===== src/sv/sample_autocorrelation_unit_macros.svh =====
// assertion macros for the sample autocorrelation unit
// used by the top level only, needs a clock named clock and a reset named reset
`ifndef SAMPLE_AUTOCORRELATION_UNIT_MACROS_SVH
`define SAMPLE_AUTOCORRELATION_UNIT_MACROS_SVH

// same-cycle implication
`define SAC_ASSERT_NOW(label, ante, cons) \
   label: assert property (@(posedge clock) disable iff (reset) (ante) |-> (cons)) \
      else $error("sample autocorrelation check failed");

// next-cycle implication
`define SAC_ASSERT_NEXT(label, ante, cons) \
   label: assert property (@(posedge clock) disable iff (reset) (ante) |=> (cons)) \
      else $error("sample autocorrelation check failed");

`endif


===== src/sv/sac_pkg.sv =====
// shared types and constants of the sample autocorrelation unit
// no dependencies
`timescale 1ns / 1ps
package sac_pkg;
   localparam int LAGS      = 64;
   localparam int LAG_BITS  = 6;
   localparam int CORR_BITS = 16;
   localparam int Q_BITS    = 15;
   localparam logic [Q_BITS-1:0] Q_ONE = 15'd16384;
   localparam logic [LAG_BITS-1:0] MAX_LAG_RESET = 6'd40;

   typedef struct packed {
      logic clear;
      logic shift;
      logic dvalid;
   } cell_ctrl_type;

   typedef enum logic [4:0] {
      S_LOAD  = 5'b00001,
      S_CALC  = 5'b00010,
      S_DRAIN = 5'b00100,
      S_DIV   = 5'b01000,
      S_EMIT  = 5'b10000
   } state_type;
endpackage


===== src/sv/sac_cell.sv =====
// one lag cell: tap delay, product register and lag accumulator
// depends on sac_pkg
`timescale 1ns / 1ps
module sac_cell #(
   parameter int DW = 28,
   parameter int AW = 67
) (
   input  logic                   clock,
   input  logic                   reset,
   input  sac_pkg::cell_ctrl_type ctrl,
   input  logic signed [DW-1:0]   d_cur,
   input  logic signed [DW-1:0]   tap_in,
   input  logic                   tap_vin,
   output logic signed [DW-1:0]   tap_out,
   output logic                   tap_vout,
   input  logic signed [AW-1:0]   acc_in,
   output logic signed [AW-1:0]   acc_out
);
   import sac_pkg::*;

   logic signed [DW-1:0]   tap_ff;
   logic                   tapv_ff;
   logic signed [2*DW-1:0] prod_ff;
   logic                   pv_ff;
   logic signed [AW-1:0]   acc_ff, acc_in_w;

   always_ff @(posedge clock) begin
      tap_ff  <= tap_in;
      prod_ff <= d_cur * tap_in;
   end

   always_comb begin
      acc_in_w = acc_ff;
      if (ctrl.clear) acc_in_w = '0;
      else if (ctrl.shift) acc_in_w = acc_in;
      else if (pv_ff) acc_in_w = acc_ff + AW'(prod_ff);
   end

   always_ff @(posedge clock) begin
      if (reset) begin
         tapv_ff <= 1'b0;
         pv_ff   <= 1'b0;
         acc_ff  <= '0;
      end else begin
         tapv_ff <= tap_vin & ~ctrl.clear;
         pv_ff   <= ctrl.dvalid & tap_vin & ~ctrl.clear;
         acc_ff  <= acc_in_w;
      end
   end

   assign tap_out  = tap_ff;
   assign tap_vout = tapv_ff;
   assign acc_out  = acc_ff;
endmodule


===== config.mk =====
export PLATFORM = sky130hd
export DESIGN_NAME = sac_cell
export DESIGN_NICKNAME = d
export VERILOG_FILES = /design/src/sv/sample_autocorrelation_unit_macros.svh /design/src/sv/sac_pkg.sv /design/src/sv/sac_cell.sv
export SDC_FILE = /design/constraint.sdc
export NUM_CORES = 2
export LEC_CHECK = 0
export ABC_AREA = 1
export BUFFER_PORTS_ARGS = -buffer_cell sky130_fd_sc_hd__buf_2
export CELL_PAD_IN_SITES_DETAIL_PLACEMENT = 0
export CELL_PAD_IN_SITES_GLOBAL_PLACEMENT = 1
export CORE_MARGIN = 2
export CORE_UTILIZATION = 43
export DETAILED_ROUTE_END_ITERATION = 16
export HOLD_SLACK_MARGIN = 0.1
export PLACE_DENSITY_LB_ADDON = 0.1
export RECOVER_POWER = 25
export REMOVE_ABC_BUFFERS = 1
export SYNTH_ARGS = -nofsm -noshare
export SYNTH_HDL_FRONTEND = slang
export SYNTH_SLANG_ARGS = --single-unit

===== constraint.sdc =====
create_clock -name clock -period 8.5 [get_ports clock]
set_clock_uncertainty 0.15 [all_clocks]
set_input_delay 1.7 -clock clock [delete_from_list [all_inputs] [get_ports clock]]
set_output_delay 1.7 -clock clock [all_outputs]
set_load 0.02 [all_outputs]

# Word level (Yosys, flattened, before mapping)
# Cells that the tools add are included.
word_totals:
  out_inout_bits: 96
  inputBits: 129
  ff_bits: 153
  elab_cells: 15
classes:
  mux: 2
  bitwise_logic: 4
  add_sub_neg: 1
  reduce_logical: 2
  mul: 1
ops:
  columns: ["op", "n"]
  rows:
  - ["67-bit two-way mux", 2]
  - ["67-bit by 56-bit adder with 67-bit output", 1]
  - ["28-bit by 28-bit multiplier with 56-bit output", 1]
  - ["1-bit AND", 3]
  - ["2-bit nonzero test", 1]
  - ["2-bit OR reduction", 1]
  - ["1-bit inverter", 1]

# Depth between registers and ports, before layout
logic_depth:
  depth_word: 3
  ltp_mapped: 32
  mapped_depth_nobuf: 30

# Worst setup path after synthesis
# No wires, ideal clock.
synth_timing:
  path_kind: "in2reg"
  from: "input port d_cur[27]"
  to: "register prod_ff[50]"
  path_slack_ns: -0.169
  stages: 30
  setup_time_ns: 0.072
  arrival_ns: 8.448
  required_time_ns: 8.278
  path_buffers: 2
  path_cell_list: "clkbuf_1 > clkbuf_1 > nand2_1 > inv_1 > fa_1 > inv_1 > fa_1 > inv_1 > fa_1 > fa_1 > inv_1 > fa_1 > inv_1 > fa_1 > inv_1 > fa_1 > inv_1 > ha_1 > ha_1 > nand2_1 > nor2_1 > inv_1 > nor2_1 > inv_1 > nor2_2 > nand3_1 > nand3_1 > nand2_1 > nand2_1 > xor2_1"
synth_between:
  elab_chain_cells: 1
synth_rtl:
  columns: ["element", "line", "text"]
  rows:
  - ["start, declared", "sac_cell.sv:11", "input logic signed [DW-1:0] d_cur,"]
  - ["28-bit by 28-bit multiplier with 56-bit output", "sac_cell.sv:29", "prod_ff <= d_cur * tap_in;"]
  - ["end signal, assigned", "sac_cell.sv:29", null]
  - ["end, declared", "sac_cell.sv:23", "logic signed [2*DW-1:0] prod_ff;"]
# No other way between the ends.
# A chain may end at the register's enable or synchronous reset.

# Worst setup path after layout
layout_timing:
  from: "input port tap_in[15]"
  to: "register prod_ff[42]"
layout_between:
  elab_chain_cells: 1
layout_rtl:
  columns: ["element", "line", "text"]
  rows:
  - ["start, declared", "sac_cell.sv:12", "input logic signed [DW-1:0] tap_in,"]
  - ["28-bit by 28-bit multiplier with 56-bit output", "sac_cell.sv:29", null]
# No other way between the ends.

==> impl_results.md <==
* PostCTS Resize Cnt at 0
* Final Hold Fails at 0
* Max-Cap Viols at 3
* DRC viols at 0
* Cell taking the most area after synthesis: fa_1
* Main area contributors after synthesis: fa_1 (41%), inv_1 (14%), nand2_1 (13%)
* Library cells used by synthesis at 48
* Max Fclk at ~0.12 GHz
* FF-to-FF End: acc_out[22]
* Clk slew on worst S/H paths at ~0.070 ns
* WL/cell at 19.2 µm
* Mapped Avg Cell Area at approximately 7.5 µm²
* Final ANT Viol Nets at 0
* Reg2reg path depth at 4
* Hold Crit Class: register to register
* Synth cell count leaders: inv_1 (1,473), nand2_1 (1,400), fa_1 (824)
* Worst slew margin at -115%
* H-tree level count at 4
* Failing checks: capacitance limit, slew limit
* Final worst path period share at 95.2%
* # fillers at about 9,400
* Simple-gate area share of the yosys netlist at roughly a fifth
* Post-route minimum period at 8.09 ns
* Fin nets at between 6,000 and 7,000
* Starting Density at between 40% and 50%
* Clock sink total at approximately 150
* Post-Synth Adder-Cell Area at 49.3%
* Worst Max-Slew Pin Slew at about 3.2 ns
* Register area at between 3000 and 4000 µm²
* Compound-Gate Fraction of Synth Area at under 10%
* Crit path max fanout at 8
* Final Setup Violations at 0
* Vias/cell at ~4.9
* DR vias at around 34,000
* Die span in x at between 300 and 400 µm
* Initial DRT Pass Iterations at 6
* First-pass GRT wire length at between 200,000 and 250,000 µm
* Vias in the first global route at ~35,000
* Clock Path Buffers at 2
* Area Growth Syn to Fin at 12.9%
* Synth Warn # at 0
* Routed Wire Length at about 130,000 µm
* DIE HEIGHT at between 300 and 400 µm
* Num CTS Buffers at 17
* Max-slew violation count at around 130
* Crit path setup slack, layout at between 0.4 and 0.5 ns
* Crit Reg-Reg Startpoint: pv_ff
* Area share of the largest cell type after synthesis at 41.4%
* Unrepaired setup endpoints after global routing: no
* Post-synth EDFFs at 0
* All-Layer GR Usage at 28.6%
* Place WS at -0.0353 ns
* Rows at ~110
* Post-Syn Instances at between 5,000 and 6,000
* CTS tree: built
* R2R Setup Slk at between 4 and 5 ns
* Most common cell in the netlist: inv_1
* Gr ovfl total at 0
* Hold_sp: acc_out[25]
* Outcome: finished, violations left
* Worst EP required at around 8.8 ns
* Main synth FF type: dfxtp_1
* Latest clock arrival within the worst-skew pair at around 0.5 ns
* Fraction of layout cells with a size suffix above 1 at roughly an eighth
* Worst Setup SP: tap_in[15]
* Crit start category: primary input
* Core Region at between 90,000 and 100,000 µm²
* Crit Path Class: primary input to register
* Final Wtd Congestion at around 0.99
* CP Capture Point: prod_ff[42]
* Cts hold-fix bufs at 0
* Die ar. at 95,000 µm²
* Buffers on Ports at around 220
* Post-synthesis mux area share at 0%
* Post-synth ARST share at 0%
* Sequential-to-total area share from yosys stat at under 10%
* Largest net degree at the start of global routing at approximately 70
* Clk Tree Root Cell: clkbuf_16
* Largest family of logic cells by synthesized area: adder cells
* Synthesis-stage register bit count at 153
* Initial drt markers at slightly above 2,000
* Xor/xnor cell area share of the yosys netlist at under 10%
* DP HPWL at approximately 120,000 µm
* Setup bufs post-CTS at 0
* WP data arrival at between 8 and 9 ns
* CP endpoint kind: register
* Initial antenna violation count at 6
* Multi-input gate area at between 30,000 and 40,000 µm²
* Area of the mapped netlist at around 40,000 µm²
* IO Count at ~230
[area by class of cell]
class	count	share of cell area, %
inverter	1496	12.5
clock buffer	18	0.977
tap	1186	3.30
antenna	1	0.00557
timing repair buffer	532	8.42
multi-input combinational	3447	67.6
clock inverter	14	0.356
sequential	153	6.82
[registers in the layout, indices dropped and copies added (netlist names)]
name and cells:
tap_vout 1, tap_out 28, prod_ff 56, pv_ff 1, acc_out 67
[how the worst min path moves through the flow]
stage	to	depth (start not counted)
final	acc_out[25]	2
after global routing	acc_out[2]	2
after CTS	acc_out[9]	2
after detailed placement	acc_out[25]	2
after global placement	acc_out[9]	2
after floorplan	acc_out[25]	2
[stage by stage]
| step | setup TNS (ns) | util (%) | hold WS (ns) | area (µm²) | std cells |
|---|---|---|---|---|---|
| finish | 0 | 49.0 | 0.389 | 44900 | 6847 |
| floorplan | 0 | - | 0.430 | 39100 | 5096 |
| global route | 0 | 49.0 | 0.437 | 44900 | 6847 |
| global placement | 0 | 48.4 | 0.376 | 44400 | 6814 |
| CTS | 0 | 49.1 | 0.396 | 45000 | 6846 |
| detailed placement | -0.0659 | 48.4 | 0.388 | 44400 | 6814 |
[cell usage in the layout (no fill, tap or decap), types with 18 or more instances in the layout]
master    instances
xnor2_1          19
inv_2            18
nor2_2           26
nor3_1           18
buf_12           31
nand4_1          31
a21oi_1         180
nand3_1         120
clkbuf_1         23
nand2_1        1400
inv_1          1472
o21bai_1         28
a31oi_1          31
ha_1            251
nor2_1          222
dfxtp_1         153
fa_1            824
xor2_1           46
nand2_2          36
buf_4           274
a22oi_1          47
buf_2           204
o21ai_0          75
[kinds of logic (layout without fill, tap and decap cells)]
kind of cell / count (synthesis) / after routing
AND/OR/NAND/NOR: 1895 / 1895
buffers and inverters: 1692 / 2060
adder cells (fa/ha/maj): 1075 / 1075
AO/OA/AOI/OAI: 412 / 412
flip-flops: 153 / 153
XOR/XNOR: 65 / 65
other: 0 / 1
[worst max-delay path, stage by stage]
cell and delay [ns]:
clkbuf_1 0.54, buf_4 0.28, nand2_1 0.08, fa_1 0.60, inv_1 0.08, fa_1 0.58
fa_1 0.48, fa_1 0.59, fa_1 0.44, fa_1 0.49, inv_1 0.04, fa_1 0.47
inv_1 0.04, ha_1 0.26, ha_1 0.34, nand2_1 0.09, buf_4 0.14, nor2_1 0.09
inv_1 0.09, nor4_1 0.39, buf_4 0.19, nand4_1 0.09, nand3_1 0.13, xor2_1 0.13
[layer usage]
metal  wire length [µm]  part of all wire (%)  global-route usage (%)
met4               2410                   1.8                    5.59
met5                 13                0.0099                       0
met3               6860                   5.2                    2.83
met2              62700                    48                    48.1
met1              59300                    45                    40.3
Power is left out: the tool's default activity adds up to more than one toggle a clock period on the data nets, which glitch-free logic cannot reach.
