**src/sv/sample_autocorrelation_unit_macros.svh**
```systemverilog
// assertion macros for the sample autocorrelation unit
// used by the top level only, needs a clock named clock and a reset named reset
`ifndef SAMPLE_AUTOCORRELATION_UNIT_MACROS_SVH
`define SAMPLE_AUTOCORRELATION_UNIT_MACROS_SVH

// same-cycle implication
`define SAC_ASSERT_NOW(label, ante, cons) \
   label: assert property (@(posedge clock) disable iff (reset) (ante) |-> (cons)) \
      else $error("sample autocorrelation check failed");

// next-cycle implication
`define SAC_ASSERT_NEXT(label, ante, cons) \
   label: assert property (@(posedge clock) disable iff (reset) (ante) |=> (cons)) \
      else $error("sample autocorrelation check failed");

`endif

```
**src/sv/sac_pkg.sv**
```systemverilog
// shared types and constants of the sample autocorrelation unit
// no dependencies
`timescale 1ns / 1ps
package sac_pkg;
   localparam int LAGS      = 64;
   localparam int LAG_BITS  = 6;
   localparam int CORR_BITS = 16;
   localparam int Q_BITS    = 15;
   localparam logic [Q_BITS-1:0] Q_ONE = 15'd16384;
   localparam logic [LAG_BITS-1:0] MAX_LAG_RESET = 6'd40;

   typedef struct packed {
      logic clear;
      logic shift;
      logic dvalid;
   } cell_ctrl_type;

   typedef enum logic [4:0] {
      S_LOAD  = 5'b00001,
      S_CALC  = 5'b00010,
      S_DRAIN = 5'b00100,
      S_DIV   = 5'b01000,
      S_EMIT  = 5'b10000
   } state_type;
endpackage

```
**src/sv/sac_div.sv**
```systemverilog
// restoring divider, one quotient bit per cycle, gives trunc(num*2^14/den)
// depends on sac_pkg
`timescale 1ns / 1ps
module sac_div #(
   parameter int AW = 67
) (
   input  logic                              clock,
   input  logic                              reset,
   input  logic                              start,
   input  logic signed [AW-1:0]              num,
   input  logic signed [AW-1:0]              den,
   output logic                              done,
   output logic signed [sac_pkg::CORR_BITS-1:0] quo
);
   import sac_pkg::*;

   logic [AW:0]       r_ff, t_w, d_w;
   logic [Q_BITS-1:0] q_ff, q_c;
   logic [3:0]        step_ff;
   logic              busy_ff, neg_ff, done_ff;
   logic [AW-1:0]     mag_w;
   logic              ge_w;

   assign mag_w = num[AW-1] ? AW'(-num) : AW'(num);
   assign d_w   = {1'b0, den};
   assign t_w   = (step_ff == 4'd0) ? r_ff : {r_ff[AW-1:0], 1'b0};
   assign ge_w  = t_w >= d_w;

   always_ff @(posedge clock) begin
      if (start) begin
         r_ff   <= {1'b0, mag_w};
         q_ff   <= '0;
         neg_ff <= num[AW-1];
      end else if (busy_ff) begin
         r_ff <= ge_w ? t_w - d_w : t_w;
         q_ff <= {q_ff[Q_BITS-2:0], ge_w};
      end
   end

   always_ff @(posedge clock) begin
      if (reset) begin
         busy_ff <= 1'b0;
         step_ff <= '0;
         done_ff <= 1'b0;
      end else begin
         done_ff <= busy_ff && step_ff == 4'(Q_BITS - 1);
         if (start) begin
            busy_ff <= 1'b1;
            step_ff <= '0;
         end else if (busy_ff) begin
            step_ff <= step_ff + 4'd1;
            if (step_ff == 4'(Q_BITS - 1)) busy_ff <= 1'b0;
         end
      end
   end

   // clamp to 1.0 and restore sign
   assign q_c  = (q_ff > Q_ONE) ? Q_ONE : q_ff;
   assign quo  = neg_ff ? -$signed({1'b0, q_c}) : $signed({1'b0, q_c});
   assign done = done_ff;
endmodule

```
**config.mk**
```make
export PLATFORM = sky130hd
export DESIGN_NAME = sac_div
export DESIGN_NICKNAME = d
export VERILOG_FILES = /design/src/sv/sample_autocorrelation_unit_macros.svh /design/src/sv/sac_pkg.sv /design/src/sv/sac_div.sv
export SDC_FILE = /design/constraint.sdc
export NUM_CORES = 1
export LEC_CHECK = 0
export BUFFER_PORTS_ARGS = -buffer_cell sky130_fd_sc_hd__buf_2
export CAP_MARGIN = 25
export CELL_PAD_IN_SITES_DETAIL_PLACEMENT = 1
export CELL_PAD_IN_SITES_GLOBAL_PLACEMENT = 1
export CORE_UTILIZATION = 35
export DETAILED_ROUTE_END_ITERATION = 7
export PLACE_DENSITY = 0.66
export REMOVE_ABC_BUFFERS = 1
export SYNTH_ARGS = -nofsm -noshare
export SYNTH_HDL_FRONTEND = slang
export SYNTH_SLANG_ARGS = --single-unit
export TNS_END_PERCENT = 1
```
**constraint.sdc**
```tcl
create_clock -name clock -period 6.75 [get_ports clock]
set_input_delay 1.35 -clock clock [delete_from_list [all_inputs] [get_ports clock]]
set_output_delay 1.35 -clock clock [all_outputs]
set_load 0.01 [all_outputs]
```
## After elaboration in Yosys (flattened, before gate mapping)

Index checks and enable logic that the tools add are counted.

| word-level totals | value |
|---|---|
| register bits after elaboration | 90 |
| input bits | 137 |
| logic and storage cells | 28 |

| operators by class | value |
|---|---|
| $add $sub $neg | 4 |
| $lt $le $gt $ge | 2 |
| equal/unequal tests | 1 |
| multiplexer cells | 10 |
| reduce and logical (&&, ||, !) cells | 4 |

Operators with widths:

| kind | count |
|---|---|
| 67-bit two-way mux | 3 |
| 68-bit two-way mux | 2 |
| 68-bit by 67-bit greater-or-equal comparator with 1-bit output | 1 |
| 68-bit by 67-bit subtractor with 68-bit output | 1 |
| 67-bit negation | 1 |
| 16-bit two-way mux | 1 |
| 15-bit negation with 16-bit output | 1 |
| 15-bit greater-than comparator, second input constant | 1 |
| 15-bit two-way mux | 1 |
| 4-bit by 1-bit adder with 4-bit output, second input constant | 1 |
| 4-bit equality test, second input constant | 1 |
| 4-bit logical NOT | 1 |
| 1-bit two-way mux | 3 |
| 2-bit nonzero test | 1 |
| 2-bit OR reduction | 1 |
| 1-bit logical AND | 1 |

## Longest topological paths before layout

Gate-level depths: netlist of the first run.

| depth | value |
|---|---|
| depth after elaboration | 6 |
| gate-level depth with buffers | 22 |

## Worst setup path before layout of the first run

No wires, ideal clock.

| timing path | value |
|---|---|
| path kind | reg-to-reg |
| from | register step_ff[0] |
| to | register r_ff[40], data pin |
| data arrival time | 4728 ps |
| required time | 6480 ps |
| setup slack | 1751 ps |
| stages on the path, launching flop included | 22 |
| period minus slack after synthesis | 4999 ps |
| cells stage by stage | dfxtp_1 inv_1 ha_1 nor3b_1 clkbuf_1 buf_1 clkbuf_1 mux2_2 ha_1 clkbuf_1 a21oi_1 o21ai_0 a21o_1 a211oi_1 o21ai_0 a2111oi_0 a21oi_1 clkbuf_1 clkbuf_1 clkbuf_1 a211oi_1 a21oi_1 |

| between the ends | value |
|---|---|
| word-level cells in the longest chain between the ends | 6 |

Ends and longest elaborated chain:

| element | RTL line | text |
|---|---|---|
| start, declared | sac_div.sv:19 | `logic [3:0] step_ff;` |
| start signal, assigned | sac_div.sv:51 | `step_ff <= step_ff + 4'd1;` |
| 4-bit logical NOT (*) | sac_div.sv:26 | `assign t_w = (step_ff == 4'd0) ? r_ff : {r_ff[AW-1:0], 1'b0};` |
| 68-bit two-way mux (*) | sac_div.sv:26 |  |
| 68-bit by 67-bit subtractor with 68-bit output or 68-bit by 67-bit greater-or-equal comparator with 1-bit output (tied branches) | sac_div.sv:35, sac_div.sv:27 |  |
| 68-bit two-way mux (*) | sac_div.sv:35 | `r_ff <= ge_w ? t_w - d_w : t_w;` |
| 67-bit two-way mux (*) | sac_div.sv:34 | `end else if (busy_ff) begin` |
| 67-bit two-way mux (*) | sac_div.sv:30 | `if (start) begin` |
| end signal, assigned | sac_div.sv:31 | `r_ff <= {1'b0, mag_w};` |
| end signal, assigned | sac_div.sv:35 |  |
| end, declared | sac_div.sv:17 | `logic [AW:0] r_ff, t_w, d_w;` |

Every way passes the cells marked *; elsewhere a longest branch is shown, timed or not. The select of a mux whose other input is x is not followed.
A chain may end at the register's enable or synchronous reset.

## Worst setup path in the final report of the first run

| timing path | value |
|---|---|
| from | register step_ff[0] |
| to | register r_ff[31], data pin |

Same word-level chain as after synthesis.

==> flow_summary.json, run 1 <==
{
  "power_density_nw_per_um2": 377.8,
  "gp_congestion": 0.8963,
  "yosys.area.top_type": "edfxtp_1",
  "drtIter0Drc": 637,
  "cts_resized": 0,
  "dp_hpwl_mm": 30.59,
  "synthFlopType": "edfxtp_1",
  "tns_ns": 0,
  "ys_seq_area_frac": 0.2164,
  "yosys_warnings": 0,
  "synth_edf_count": 68,
  "yosysMostFrequentCell": "nand2_1",
  "postPlaceCellArea_um2": 12570,
  "worstSkewPairLatency_ns": 0.37,
  "drv_cap": 0,
  "synth-compound-area-share": 0.2272,
  "numCtsBuffers": 9,
  "finClkSkew_ns": 0.01284,
  "io_pins": 154,
  "diodes": 0,
  "die_area_um2": 33500,
  "drive_gt1_frac": 0.1749,
  "antenna_found_initial": 0,
  "drt_wl_total_mm": 38.75,
  "synth_mux_area_frac": 0.1370,
  "synth_top_area_frac": 0.1780,
  "yosys.area_share.adder": 0.08029,
  "max_freq_mhz": 182.6,
  "synth_cell_type_count": 75,
  "die_h_um": 183.0,
  "slew_headroom": 0.3317,
  "clock_path_buffers": 2,
  "ir_worst_vdd_mv": 0.2156,
  "crit_required_ns": 6.87,
  "async_reset_ff_frac": 0,
  "start_kind": "flip-flop",
  "min_period_over_period": 0.8112,
  "grt_pass1_wl_mm": 61.91,
  "cts_tree": "built",
  "start_util": 0.3598,
  "netlist_area_um2": 11470,
  "hold_violations": 0,
  "fin_crit_ns": 5.475,
  "crit_chain": "inv_1, ha_1, nor3b_2, buf_12, mux2_2, ha_1, a21oi_1, o21ai_0, a21o_1, a211oi_1, o21ai_0, a2111oi_0, a21oi_4, buf_12, nor2_1, a21oi_1, mux2_2",
  "root_buffer": "clkbuf_16",
  "post-cts-setup-buffers": 0,
  "min_path_type": "flip-flop to flip-flop",
  "post-place-cells": 1963,
  "fin_ws_ns": 1.275,
  "worstPathArrival_ns": 5.60,
  "grtUsageTotal": 0.2330,
  "coreArea_um2": 31880,
  "holdBufCountCts": 0,
  "grt_max_degree": 73,
  "final_area_um2": 12840,
  "slowest_stage": "a2111oi_0",
  "yosys-top-cells-count": "120 x nand2_1, 119 x o21ai_0, 111 x a21oi_1",
  "cp_max_fo": 72,
  "synthTopCellsByArea": "edfxtp_1 18%, ha_1 7.9%, mux2_2 7.1%",
  "wire_per_inst_um": 19.58,
  "first_global_vias": 11320,
  "final_nets": 1749,
  "route.detailed.drc": 0,
  "die_x_um": 183.0,
  "worst_slew_pin_slew_ns": 0.9772,
  "instances_no_fill": 1979,
  "place_worst_setup_slack_ns": 1.325,
  "io_buffers": 153,
  "drt_first_pass_iters": 5,
  "synth.avg_cell_area_um2": 7.899,
  "cts_num_sinks": 90,
  "gr-total-overflow": 0,
  "yosys.area_share.xor_xnor": 0.09392,
  "ant_nets": 0,
  "routed_via_density": 5.591,
  "outcome": "finished, final reports clean",
  "setup_viol": 0,
  "maxSlewViolCount": 0,
  "synth-seq-cells": 90,
  "clkTransAtPathRegs_ns": 0.07,
  "endpoint_kind": "flip-flop",
  "crit_type": "flip-flop to flip-flop",
  "p_total_uw": 4852,
  "syn2layout_area_growth_pct": 11.96,
  "slowest_delay_ns": 0.89,
  "rows": 65,
  "synthSimpleGateAreaFrac": 0.1842,
  "synth_top_family_by_area": "compound AO/OA/AOI/OAI gates",
  "power_leakage_uw": 0.005404,
  "synth_cells": 1452,
  "htree_levels": 3,
  "vias": 11060,
  "grt_setup_unrepaired": "no"
}
==> critical path: cells and delay by family (launching register included) <==
family                     cells  cell delay (ns)
AOI/OAI and AO/OA              8             2.43
buffers and inverters          3             0.77
muxes                          2             0.67
adders and majority gates      2             0.52
and+or+nand+nor                2             0.39
DFF                            1             0.35
==> kinds of logic after synthesis <==
kind of cell | Yosys count
fa+ha+maj | 73
buf+inv | 185
simple gates | 417
compound gates | 416
xor+xnor | 123
flops | 90
mux | 148
==> final timing paths <==
check	startpoint	to	slack (ns)	cells past startpoint
setup / recovery	step_ff[0]$_SDFFE_PP0P_	r_ff[31]$_DFFE_PP_	1.27	17
hold / removal	r_ff[67]$_SDFFE_PP0P_	r_ff[67]$_SDFFE_PP0P_	0.52	2
setup reg to reg	step_ff[0]$_SDFFE_PP0P_	r_ff[31]$_DFFE_PP_	1.27	17
hold reg to reg	r_ff[67]$_SDFFE_PP0P_	r_ff[67]$_SDFFE_PP0P_	0.52	2
==> layout by cell type, fill, tap and decap left out, types with 4 or more instances in the layout <==
cell type / instances
nand2b_1: 13
xor2_1: 80
o22ai_1: 4
inv_1: 97
nand3b_1: 5
nor2b_1: 14
nor3_1: 28
a31oi_1: 9
o41ai_1: 11
nand4_1: 39
o31a_1: 6
nand3_1: 19
buf_4: 10
and2_1: 9
or4_1: 13
nor4_1: 6
mux2_2: 72
a21oi_1: 110
or2_2: 6
nand2_1: 120
dfxtp_1: 22
or3_1: 19
mux2i_1: 76
nor2_1: 97
a311oi_1: 6
o21bai_1: 18
ha_1: 72
edfxtp_1: 68
buf_2: 152
a21boi_0: 4
clkbuf_16: 9
a211oi_1: 20
o211ai_1: 7
a21o_1: 23
xnor2_1: 43
o21a_1: 13
o31ai_1: 33
o21ai_0: 119
o2111ai_1: 4
==> flip-flops by register name, indices dropped and copies added, names as in the netlist <==
register  count
step_ff       4
neg_ff        1
done          1
r_ff         68
busy_ff       1
q_ff         15
==> final cells by class <==
type                    count  area [µm²]
clock buffers              10       229.0
well taps                 435       544.3
flip-flops and latches     90        2482
repair buffers            164       875.8
multi-input cells        1177        8305
clock inverters             6       40.04
inverters                  97       364.1
fillers                  3964       19040
==> per-stage QoR <==
step | hold slack, ns | utilization
global placement | 0.4925 | 0.3943
CTS | 0.5257 | 0.4028
finish | 0.5235 | 0.4028
global route | 0.5518 | 0.4028
detailed placement | 0.5113 | 0.3943
floorplan | 0.4710 | -
==> power breakdown <==
part,switching [µW],leakage (µW),internal (µW)
logic,2080,0.00441,1320
clock network,251,0.000137,252
registers,98.1,0.000857,850
==> routing by layer <==
| layer | global-route usage | vias to the layer above | part of all wire |
|---|---|---|---|
| met5 | 0 | - | 0 |
| met4 | 0.04533 | 0 | 0.012 |
| met3 | 0.02720 | 27 | 0.035 |
| met2 | 0.3825 | 232 | 0.45 |
| met1 | 0.3280 | 5321 | 0.50 |
| li1 | - | 5484 | - |
(Power assumes the default switching activity.)
==> run 2, diff against run 1 <==
--- a/config.mk
+++ b/config.mk
@@ -11,7 +11,7 @@
 export CELL_PAD_IN_SITES_GLOBAL_PLACEMENT = 1
 export CORE_UTILIZATION = 35
 export DETAILED_ROUTE_END_ITERATION = 7
-export PLACE_DENSITY = 0.66
+export PLACE_DENSITY = 0.69
 export REMOVE_ABC_BUFFERS = 1
 export SYNTH_ARGS = -nofsm -noshare
 export SYNTH_HDL_FRONTEND = slang
==> constraint.sdc (replaced) <==
create_clock -name clock -period 4.9 [get_ports clock]
set_input_delay 0.98 -clock clock [delete_from_list [all_inputs] [get_ports clock]]
set_output_delay 0.98 -clock clock [all_outputs]
set_load 0.01 [all_outputs]
==> run 2 against run 1 <==
Effect of this change: maximum frequency rose by 16%; largest power group unchanged; setup slack got worse by 1.1 ns; count of clock-buffer cells in the layout rose by 2; critical endpoint is now r_ff[62]$_DFFE_PP_; critical path type unchanged.
==> flow_summary.json, run 2 (synthesis gave the netlist of run 1 again) <==
{
  "outcome": "finished, final reports clean",
  "crit_chain": "inv_1, ha_1, nor3b_2, buf_6, buf_4, mux2_2, ha_1, nand4_1, or4_1, or4_1, o31a_1, o21ai_0, xor2_1, a221o_1",
  "wire_per_inst_um": 19.61,
  "coreArea_um2": 31880,
  "die_x_um": 183.0,
  "drtIter0Drc": 653,
  "power_density_nw_per_um2": 531.6,
  "instances_no_fill": 2055,
  "gp_congestion": 0.9414,
  "io_buffers": 153,
  "min_path_type": "flip-flop to flip-flop",
  "hp-start": "r_ff[67]$_SDFFE_PP0P_",
  "htree_levels": 3,
  "post-place-cells": 2027,
  "largest-register": "r_ff",
  "fill_cells": 3978,
  "hold_depth": 2,
  "largest_reg_flops": 68,
  "worst_slew_pin_slew_ns": 1.010,
  "rr_worst_depth": 14,
  "finClkSkew_ns": 0.01336,
  "route.detailed.drc": 0,
  "crit_type": "flip-flop to flip-flop",
  "drive_gt1_frac": 0.2222,
  "final_nets": 1825,
  "ant_nets": 0,
  "syn2layout_area_growth_pct": 18.28,
  "diodes": 0,
  "final_cell_mix": "152 x buf_2, 120 x nand2_1, 115 x o21ai_0",
  "io_pins": 154,
  "first_global_vias": 11820,
  "grt_pass1_wl_mm": 63.30,
  "slew_headroom": 0.3268,
  "clkTransAtPathRegs_ns": 0.07,
  "reg2reg_from": "step_ff[0]$_SDFFE_PP0P_",
  "die_area_um2": 33500,
  "reg.largest.list": "r_ff (68), q_ff (15), step_ff (4)",
  "drt_first_pass_iters": 4,
  "ir_worst_vdd_mv": 0.2079,
  "place_worst_setup_slack_ns": 0.009708,
  "vias": 11470,
  "maxSlewViolCount": 0,
  "start_util": 0.3598,
  "holdWs_ns": 0.5501,
  "slowest_stage": "or4_1",
  "start_kind": "flip-flop",
  "rows": 65,
  "crit_path_start": "step_ff[0]$_SDFFE_PP0P_",
  "endpoint_kind": "flip-flop",
  "grt_max_degree": 95,
  "worstSkewPairLatency_ns": 0.37,
  "setup_viol": 0,
  "numCtsBuffers": 9,
  "layout_commonest_cell": "buf_2",
  "hold_violations": 0,
  "cts_tree": "built",
  "grtUsageTotal": 0.2401,
  "critical_path.endpoint": "r_ff[62]$_DFFE_PP_",
  "fin_ws_ns": 0.1923,
  "power_leakage_uw": 0.005796,
  "gr-total-overflow": 0,
  "routed_via_density": 5.579,
  "worstPathArrival_ns": 4.83,
  "max_freq_mhz": 212.4,
  "fin_crit_ns": 4.708,
  "antenna_found_initial": 2,
  "r2r_slack_ns": 0.19,
  "drv_cap": 0,
  "root_buffer": "clkbuf_16",
  "die_h_um": 183.0,
  "cts_num_sinks": 90,
  "slowest_delay_ns": 0.62,
  "holdBufCountCts": 0,
  "min_period_over_period": 0.9608,
  "crit_required_ns": 5.02,
  "dp_hpwl_mm": 32.38,
  "clock_path_buffers": 2,
  "cp_max_fo": 12,
  "rr_endpoint": "r_ff[62]$_DFFE_PP_",
  "drt_wl_total_mm": 40.30
}
run 2: cell count changes in the layout (fill, tap and decap cells not counted), moves of 3 or more:
cell	previous run	this run
buf_4	10	79
buf_12	2	6
o21ai_0	119	115
o21ai_1	1	5
a211oi_1	20	17
a211oi_2	0	3
ha_1	72	69
ha_2	0	3
run 2: repair_timing:
action,CTS,global route
endpoints found under the hold margin,0,0
resized for setup,0,21
setup endpoints to repair,0,67
setup buffers,0,10
run 2: final cells by class:
type | count | area, µm² | area share
inverters | 97 | 364.1 | 0.02684
flip-flops and latches | 90 | 2482 | 0.1830
clock inverters | 4 | 27.53 | 0.002029
well taps | 435 | 544.3 | 0.04012
repair buffers | 239 | 1496 | 0.1103
multi-input cells | 1178 | 8374 | 0.6173
clock buffers | 12 | 277.8 | 0.02047
run 2: routing by layer:
metal / vias to the layer above / global-route usage / routed length [µm]
li1: 5647 / - / -
met1: 5540 / 0.3102 / 18520
met2: 225 / 0.4158 / 19470
met3: 49 / 0.02800 / 1426
met4: 4 / 0.07467 / 862
met5: - / 0 / 23
run 2: worst min-delay path by stage:
| stage | slack [ns] | end |
|---|---|---|
| after floorplan | 0.47 | r_ff[67]$_SDFFE_PP0P_ |
| after global placement | 0.50 | r_ff[67]$_SDFFE_PP0P_ |
| after detailed placement | 0.55 | r_ff[67]$_SDFFE_PP0P_ |
| after CTS | 0.56 | r_ff[67]$_SDFFE_PP0P_ |
| after global routing | 0.59 | q_ff[9]$_SDFFE_PP0P_ |
| final | 0.55 | r_ff[67]$_SDFFE_PP0P_ |
run 2: through the flow:
step | TNS (ns) | power [µW] | util | instance area (µm²)
6_report | 0 | 7212 | 0.4255 | 13570
5_1_grt | -0.004054 | 7777 | 0.4255 | 13570
4_1_cts | 0 | 7118 | 0.4202 | 13400
3_5_place_dp | 0 | 6308 | 0.4106 | 13090
3_3_place_gp | 0 | 6199 | 0.4106 | 13090
2_1_floorplan | -526.57 | 4698 | - | 11140
run 2: where the power goes:
group | leakage [µW] | switching, µW | internal (µW) | total (µW)
clock network | 0.000156 | 355 | 407 | 762
logic | 0.00478 | 3010 | 2130 | 5140
registers | 0.000857 | 141 | 1170 | 1310
run 2: worst max-delay path, delay by kind of cell, from the launching register on:
kind,cells,cell delay (ns)
AO/OA/AOI/OAI,3,0.88
XOR/XNOR,1,0.10
adder cells (fa/ha/maj),2,0.57
buffers and inverters,3,0.53
flip-flops,1,0.35
multiplexers,1,0.36
AND/OR/NAND/NOR,4,1.64
